===== config.mk =====
export PLATFORM = sky130hd
export DESIGN_NAME = checksummed_frame_receiver_core
export DESIGN_NICKNAME = d
export VERILOG_FILES = /design/src/sv/crfr_pkg.sv /design/src/sv/crfr_step.sv /design/src/sv/crfr_obuf.sv /design/src/sv/checksummed_frame_receiver_core.sv
export SDC_FILE = /design/constraint.sdc
export NUM_CORES = 1
export LEC_CHECK = 0
export BUFFER_PORTS_ARGS = -buffer_cell sky130_fd_sc_hd__buf_2
export CAP_MARGIN = 25
export CORE_AREA = 2 2 147 149
export DETAILED_ROUTE_END_ITERATION = 16
export DIE_AREA = 0 0 149 151
export SLEW_MARGIN = 20
export SYNTH_ARGS = -nofsm -noshare
export SYNTH_HDL_FRONTEND = slang
export SYNTH_SLANG_ARGS = --single-unit

===== constraint.sdc =====
create_clock -name clk_i -period 4.5 [get_ports clk_i]
set_input_delay 0 -clock clk_i [delete_from_list [all_inputs] [get_ports clk_i]]
set_output_delay 0 -clock clk_i [all_outputs]
set_load 0.1 [all_outputs]

===== src/sv/crfr_pkg.sv =====
// Shared types and constants for the checksummed frame receiver.
package crfr_pkg;

  localparam logic [7:0]  START_BYTE    = 8'hFF;
  localparam logic [7:0]  END_BYTE      = 8'hED;
  localparam logic [7:0]  MIN_TOTAL     = 8'd5;
  localparam logic [7:0]  BODY_OVERHEAD = 8'd4;
  localparam logic [7:0]  FRAME_OVERHEAD = 8'd5;
  localparam logic [15:0] TIMEOUT_RESET = 16'd200;

  localparam logic ACT_BYTE = 1'b0;
  localparam logic ACT_TICK = 1'b1;

  localparam logic KIND_PAYLOAD = 1'b0;
  localparam logic KIND_STATUS  = 1'b1;

  typedef enum logic [2:0] {
    PH_HUNT = 3'd0,
    PH_LEN  = 3'd1,
    PH_BODY = 3'd2,
    PH_CHK  = 3'd3,
    PH_END  = 3'd4
  } phase_e;

  typedef enum logic [1:0] {
    ST_OK       = 2'd0,
    ST_CHECKSUM = 2'd1,
    ST_TIMEOUT  = 2'd2,
    ST_LENGTH   = 2'd3
  } status_e;

  typedef struct packed {
    logic       kind;
    logic [7:0] payload_byte;
    status_e    status;
    logic [7:0] frame_length;
  } result_t;

endpackage


===== src/sv/crfr_step.sv =====
// Frame parser state and the per-beat update that yields at most one result.
module crfr_step (
  input  logic              clk_i,
  input  logic              rst_ni,
  input  logic              item_valid_i,
  input  logic              item_action_i,
  input  logic [7:0]        item_byte_i,
  input  logic [15:0]       limit_i,
  output logic              res_valid_o,
  output crfr_pkg::result_t res_o
);
  import crfr_pkg::*;

  phase_e      phase_q, phase_d;
  logic [7:0]  total_q, total_d;
  logic [7:0]  pos_q, pos_d;
  logic [7:0]  sum_q, sum_d;
  logic [15:0] idle_q, idle_d;

  logic [16:0] idle_next;
  logic        timeout_hit;
  logic        body_done;
  logic        is_byte;

  assign is_byte     = item_action_i == ACT_BYTE;
  assign idle_next   = {1'b0, idle_q} + 17'd1;
  assign timeout_hit = (limit_i != 16'd0) && (idle_next > {1'b0, limit_i});
  assign body_done   = ({1'b0, pos_q} + 9'd1) >= ({1'b0, total_q} - {1'b0, BODY_OVERHEAD});

  // Next phase.
  always_comb begin
    phase_d = phase_q;
    if (item_valid_i) begin
      if (is_byte) begin
        unique case (phase_q)
          PH_LEN: begin
            phase_d = (item_byte_i < MIN_TOTAL) ? PH_HUNT : PH_BODY;
          end
          PH_BODY: begin
            if (body_done) phase_d = PH_CHK;
          end
          PH_CHK:  phase_d = PH_END;
          PH_END:  phase_d = PH_HUNT;
          default: phase_d = (item_byte_i == START_BYTE) ? PH_LEN : PH_HUNT;
        endcase
      end else if (timeout_hit) begin
        phase_d = PH_HUNT;
      end
    end
  end

  // Data registers and the result of this beat.
  always_comb begin
    total_d     = total_q;
    pos_d       = pos_q;
    sum_d       = sum_q;
    idle_d      = idle_q;
    res_valid_o = 1'b0;
    res_o       = '{kind: KIND_STATUS, payload_byte: 8'd0, status: ST_OK, frame_length: 8'd0};
    if (item_valid_i) begin
      if (is_byte) begin
        unique case (phase_q)
          PH_LEN: begin
            total_d = item_byte_i;
            sum_d   = sum_q + item_byte_i;
            pos_d   = 8'd0;
            if (item_byte_i < MIN_TOTAL) begin
              res_valid_o = 1'b1;
              res_o.status = ST_LENGTH;
            end
          end
          PH_BODY: begin
            sum_d = sum_q + item_byte_i;
            pos_d = pos_q + 8'd1;
            // The first body byte is the device address and is not forwarded.
            if (pos_q != 8'd0) begin
              res_valid_o        = 1'b1;
              res_o.kind         = KIND_PAYLOAD;
              res_o.payload_byte = item_byte_i;
            end
          end
          PH_CHK: begin
            sum_d = sum_q ^ item_byte_i;
          end
          PH_END: begin
            res_valid_o        = 1'b1;
            res_o.frame_length = total_q - FRAME_OVERHEAD;
            if (item_byte_i != END_BYTE) begin
              res_o.status = ST_LENGTH;
            end else if (sum_q == 8'd0) begin
              res_o.status = ST_OK;
            end else begin
              res_o.status = ST_CHECKSUM;
            end
          end
          default: begin
            if (item_byte_i == START_BYTE) begin
              sum_d = START_BYTE;
              pos_d = 8'd0;
            end
          end
        endcase
      end else if (limit_i != 16'd0) begin
        if (timeout_hit) begin
          res_valid_o  = 1'b1;
          res_o.status = ST_TIMEOUT;
        end else begin
          idle_d = idle_next[15:0];
        end
      end
      if (res_valid_o && res_o.kind == KIND_STATUS) idle_d = 16'd0;
    end
  end

  always_ff @(posedge clk_i or negedge rst_ni) begin
    if (!rst_ni) begin
      phase_q <= PH_HUNT;
      total_q <= 8'd0;
      pos_q   <= 8'd0;
      sum_q   <= 8'd0;
      idle_q  <= 16'd0;
    end else begin
      phase_q <= phase_d;
      total_q <= total_d;
      pos_q   <= pos_d;
      sum_q   <= sum_d;
      idle_q  <= idle_d;
    end
  end

  a_status_returns_to_hunt: assert property (@(posedge clk_i) disable iff (!rst_ni)
    (item_valid_i && res_valid_o && res_o.kind == KIND_STATUS)
      |=> (phase_q == PH_HUNT && idle_q == 16'd0))
    else $error("status result did not return the parser to hunting");

  a_payload_only_in_body: assert property (@(posedge clk_i) disable iff (!rst_ni)
    (res_valid_o && res_o.kind == KIND_PAYLOAD) |-> (phase_q == PH_BODY && pos_q != 8'd0))
    else $error("payload result outside the body of a frame");

  a_idle_count_steps: assert property (@(posedge clk_i) disable iff (!rst_ni)
    (item_valid_i && !is_byte && limit_i != 16'd0 && !timeout_hit)
      |=> (idle_q == $past(idle_q) + 16'd1))
    else $error("idle tick count did not advance by one");

endmodule


===== src/sv/crfr_obuf.sv =====
// Two-entry result buffer between the parser and the output stream.
module crfr_obuf (
  input  logic              clk_i,
  input  logic              rst_ni,
  input  logic              push_i,
  input  crfr_pkg::result_t push_data_i,
  output logic              ready_o,
  output logic              out_valid_o,
  output crfr_pkg::result_t out_data_o,
  input  logic              out_ready_i
);
  import crfr_pkg::*;

  result_t    ent0_q, ent0_d;
  result_t    ent1_q, ent1_d;
  logic [1:0] count_q, count_d;
  logic       pop;

  assign ready_o     = count_q != 2'd2;
  assign out_valid_o = count_q != 2'd0;
  assign out_data_o  = ent0_q;
  assign pop         = out_valid_o && out_ready_i;

  always_comb begin
    ent0_d  = ent0_q;
    ent1_d  = ent1_q;
    count_d = count_q;
    if (pop && push_i) begin
      if (count_q == 2'd1) begin
        ent0_d = push_data_i;
      end else begin
        ent0_d = ent1_q;
        ent1_d = push_data_i;
      end
    end else if (pop) begin
      ent0_d  = ent1_q;
      count_d = count_q - 2'd1;
    end else if (push_i) begin
      if (count_q == 2'd0) ent0_d = push_data_i;
      else ent1_d = push_data_i;
      count_d = count_q + 2'd1;
    end
  end

  always_ff @(posedge clk_i or negedge rst_ni) begin
    if (!rst_ni) begin
      count_q <= 2'd0;
    end else begin
      count_q <= count_d;
    end
  end

  always_ff @(posedge clk_i) begin
    ent0_q <= ent0_d;
    ent1_q <= ent1_d;
  end

  a_no_push_when_full: assert property (@(posedge clk_i) disable iff (!rst_ni)
    push_i |-> ready_o)
    else $error("result pushed into a full buffer");

  a_count_in_range: assert property (@(posedge clk_i) disable iff (!rst_ni)
    count_q != 2'd3)
    else $error("result buffer count out of range");

  a_push_lands_at_head: assert property (@(posedge clk_i) disable iff (!rst_ni)
    (push_i && count_q == 2'd0) |=> (out_valid_o && out_data_o == $past(push_data_i)))
    else $error("result pushed into an empty buffer is not at its head");

endmodule


===== src/sv/checksummed_frame_receiver_core.sv =====
// Top level of the checksummed frame receiver: input register, parser and result buffer.
//
//   Channel  | Direction | Beat contents
//   s_axis   | in        | tuser = action, tdata[7:0] = rx_byte
//   m_axis   | out       | tuser = kind, tdata = payload_byte, status, frame_length
//   cfg      | in        | cfg_wdata_i = timeout_limit, written when cfg_we_i is high
//
// One beat a cycle is taken and parsed while the result buffer has room; an accepted
// beat waits in the input register; any result is buffered and offered on m_axis.
// Reset (rst_ni low, asynchronous) empties both stages, returns the parser to
// hunting for a start byte and loads a timeout limit of 200 ticks.
// A stall on m_axis fills the two-entry result buffer; s_axis_tready then drops
// only once the input register also holds a beat that cannot move on.
module checksummed_frame_receiver_core (
  input  logic        clk_i,
  input  logic        rst_ni,
  input  logic        s_axis_tvalid,
  output logic        s_axis_tready,
  input  logic [7:0]  s_axis_tdata,  // [7:0] rx_byte
  input  logic        s_axis_tuser,  // [0] action
  output logic        m_axis_tvalid,
  input  logic        m_axis_tready,
  output logic [23:0] m_axis_tdata,  // [7:0] payload_byte, [9:8] status, [17:10] frame_length
  output logic        m_axis_tuser,  // [0] kind
  input  logic        cfg_we_i,
  input  logic [15:0] cfg_wdata_i
);
  import crfr_pkg::*;

  logic        in_valid_q, in_valid_d;
  logic        in_action_q;
  logic [7:0]  in_byte_q;
  logic [15:0] limit_q;

  logic        advance;
  logic        res_valid;
  result_t     res;
  logic        buf_ready;
  result_t     out_res;
  logic        s_accept;

  assign advance       = in_valid_q && buf_ready;
  assign s_axis_tready = !in_valid_q || buf_ready;
  assign s_accept      = s_axis_tvalid && s_axis_tready;
  assign in_valid_d    = s_accept || (in_valid_q && !advance);

  always_ff @(posedge clk_i or negedge rst_ni) begin
    if (!rst_ni) begin
      in_valid_q <= 1'b0;
      limit_q    <= TIMEOUT_RESET;
    end else begin
      in_valid_q <= in_valid_d;
      if (cfg_we_i) limit_q <= cfg_wdata_i;
    end
  end

  always_ff @(posedge clk_i) begin
    if (s_accept) begin
      in_action_q <= s_axis_tuser;
      in_byte_q   <= s_axis_tdata;
    end
  end

  crfr_step u_step (
    .clk_i         (clk_i),
    .rst_ni        (rst_ni),
    .item_valid_i  (advance),
    .item_action_i (in_action_q),
    .item_byte_i   (in_byte_q),
    .limit_i       (limit_q),
    .res_valid_o   (res_valid),
    .res_o         (res)
  );

  crfr_obuf u_obuf (
    .clk_i       (clk_i),
    .rst_ni      (rst_ni),
    .push_i      (res_valid),
    .push_data_i (res),
    .ready_o     (buf_ready),
    .out_valid_o (m_axis_tvalid),
    .out_data_o  (out_res),
    .out_ready_i (m_axis_tready)
  );

  assign m_axis_tuser = out_res.kind;
  assign m_axis_tdata = {6'd0, out_res.frame_length, out_res.status, out_res.payload_byte};

endmodule

==> metrics.cfg <==
[status]
status=completed

[yosys]
netlist_instances=609
ys_seq_elements=109
synth-compound-area-share=0.1343
synth_edf_count=47
yosys_warnings=0
synth-seq-area-share=0.4795
synth_area_per_cell_um2=10.16
synth_top_family_by_area=simple AND/OR/NAND/NOR gates
synth_area_um2=6187
synth_mux_area_frac=0.04186
synthSimpleGateAreaFrac=0.1626
ys_types=61
synth_adder_area_share=0.09181
synth_xor_area_frac=0.04247
async_reset_ff_frac=0.5688
synth_ff_type=dfrtp_1

[power_and_ir_drop]
p_comb_frac=0.466
p_leak_nw=3.239
powerDensity_nw_per_um2=592.5
swShare=0.4515
clockPowerShare=0.180
p_switching_mw=1.958
power.total_mw=4.337
ir_worst_vdd_v=0.0002592
pwr-share-seq=0.353
intPower_mw=2.379

[floorplanning]
io_pins=57
design.core.area_um2=20820
die_h_um=151
die_w_um=149
start_util=0.2971
die_area_um2=22500
rows=53

[timing]
hold_ws_ns=0.07885
worst_slew_pin_slew_ns=0.8700
clock.fmax_ghz=0.2421
finalSetupViolCount=0
hold_violations=0
rsz0062_at_grt=false
min_period_ns=4.131
slew_viol_final=0
fin_crit_sh=0.9180
max-slew-margin-rel=0.4173
fin_skew_ns=0.007510
setup-tns-final_ns=0

[layout]
n_antenna_cell=0
nets=760
areaGrowthSynthToFinish_pct=18.30
final_cell_count_no_fill=966
fillCellCount=2111
drive_above_1_share=0.1621
stdcell_area_um2=7320

[global_routing]
first_global_vias=4533
grt_pass1_wl_um=22590
track_usage=0.1276
gr-total-overflow=0
grt_max_degree=63
antenna_found_initial=0

[drt]
route.detailed.drc=0
vias_per_cell=4.800
wl_per_cell_um=13.99
first_pass_iters=5
drtIter0Drc=228
ant_nets=0
routed_wl_um=13510
num_vias=4637

[placement]
dp_hpwl_um=9866
dpl-instance-area_um2=6761
gp_congestion=0.8383
io_buffers=50
place_inst=923

[clock_tree]
h-tree-depth=3
cts_buffers=9
cts_resized=0
clock_latency_ns=0.36
cts_root_buf=clkbuf_16
cts_tree=done
clock_sinks=109
clockBufferDepth=2
cts.clk_slew.worst_paths_ns=0.08

[critical_path]
cp-start-kind=register
worstSetupPathType=reg -> reg
worst_setup_path_end_kind=register
cp.arrival_ns=4.21
crit_path_max_fanout=19
required_ns=4.58

[job]
cap_viol_max_count=0

[hold_path]
hold_class=in -> reg

[registers in the layout (all words and copies together) (netlist names), 2 cells and up]
signal / cells
u_step.pos_q: 8
u_step.phase_q: 3
u_obuf.ent1_q: 19
u_obuf.count_q: 2
u_step.sum_q: 8
u_step.idle_q: 16
u_step.total_q: 8
u_obuf.out_data_o: 19
in_byte_q: 8
limit_q: 16
[layer usage]
metal	vias up	GRT usage	wire length, um
li1	2336	-	-
met5	-	0	0
met4	0	0.03524	157
met3	11	0.02771	549
met2	100	0.2157	6328
met1	2190	0.1656	6475
[synthesized netlist by cell type (all sizes together), types with 5 or more instances]
library cell,number,area [um2]
a21o,6,45.04
inv,41,153.9
nand3,25,130.1
or3,7,43.79
o21ai,48,255.3
a21oi,22,113.9
buf,9,72.56
nor3,14,70.07
nand4,10,62.56
xnor2,13,113.9
nand2,63,236.5
edfxtp,47,1411
xor2,17,148.9
clkbuf,17,63.81
o22ai,5,31.28
o31ai,9,67.56
nor4,8,50.05
ha,43,538.0
nor2,39,146.4
nand2b,10,62.56
mux2,23,259.0
dfrtp,59,1476
and3,17,106.4
[power groups by stage]
| stage | Combinational, mW | Clock [mW] | Sequential (mW) |
|---|---|---|---|
| global placement | 1.98 | 0 | 1.55 |
| global route | 2.24 | 0.849 | 1.57 |
| CTS | 2.04 | 0.807 | 1.53 |
| floorplan | 1.19 | 0 | 1.93 |
| detailed placement | 2.01 | 0 | 1.55 |
| finish | 2.02 | 0.782 | 1.53 |
[cell usage in the layout, fill, tap and decap left out, drive strengths merged, types with 17 or more instances in the layout]
master / instances
xor2: 17
and3: 17
mux2: 23
nand2: 63
dfrtp: 59
inv: 46
o21ai: 48
dlygate4sd3: 27
ha: 43
nand3: 25
nor2: 39
edfxtp: 47
buf: 60
a21oi: 22
[cell families after synthesis]
group | after synthesis
flip-flops | 109
XOR/XNOR | 30
multiplexers | 23
AO/OA/AOI/OAI | 127
other | 1
AND/OR/NAND/NOR | 207
adder cells (fa/ha/maj) | 45
buffers and inverters | 67
[layout make-up]
class                           count  area (um2)  area share
Tap cell                          275       344.1     0.04701
Inverter                           41       153.9     0.02103
Clock buffer                        9       225.2     0.03077
Clock inverter                      7       62.56    0.008547
Timing Repair Buffer               87       608.1     0.08308
Sequential cell                   109        2967      0.4053
Multi-Input combinational cell    438        2959      0.4043
[final timing paths]
check	from	end	slack (ns)	cells past startpoint
worst max register to register	u_step.idle_q[0]	u_obuf.ent1_q[4]	0.37	17
worst min register to register	u_step.total_q[1]	u_step.total_q[1]	0.52	2
worst min-delay path	cfg_we_i	limit_q[3]	0.08	3
worst max-delay path	u_step.idle_q[0]	u_obuf.ent1_q[4]	0.37	17
max in group asynchronous	rst_ni	u_step.sum_q[6]	3.63	3
min in group asynchronous	rst_ni	limit_q[5]	0.34	3
[stage by stage]
step / setup slack (ns) / util
after global placement: 0.4481 / 0.3247
after floorplan: 0.09882 / -
after global routing: 0.06319 / 0.3515
after CTS: 0.3575 / 0.3515
final: 0.3691 / 0.3515
after detailed placement: 0.3642 / 0.3247
[timing repair]
item / CTS / global route
buffers inserted: 0 / 0
hold endpoints to repair: 85 / 0
hold buffers: 27 / 0
[worst max-delay path: stages (launching register included)]
cell	delay [ns]
dfrtp_1	0.40
ha_1	0.25
nand3_2	0.12
or2_1	0.24
nor2_1	0.20
and3_1	0.25
xnor2_1	0.08
ha_1	0.29
nand3_1	0.11
nor4_1	0.35
a22oi_2	0.13
o21ai_4	0.21
o21bai_4	0.17
inv_1	0.06
ha_1	0.21
or3_1	0.40
o22ai_2	0.18
buf_12	0.19
No activity file was read; power rests on OpenSTA's default activity.
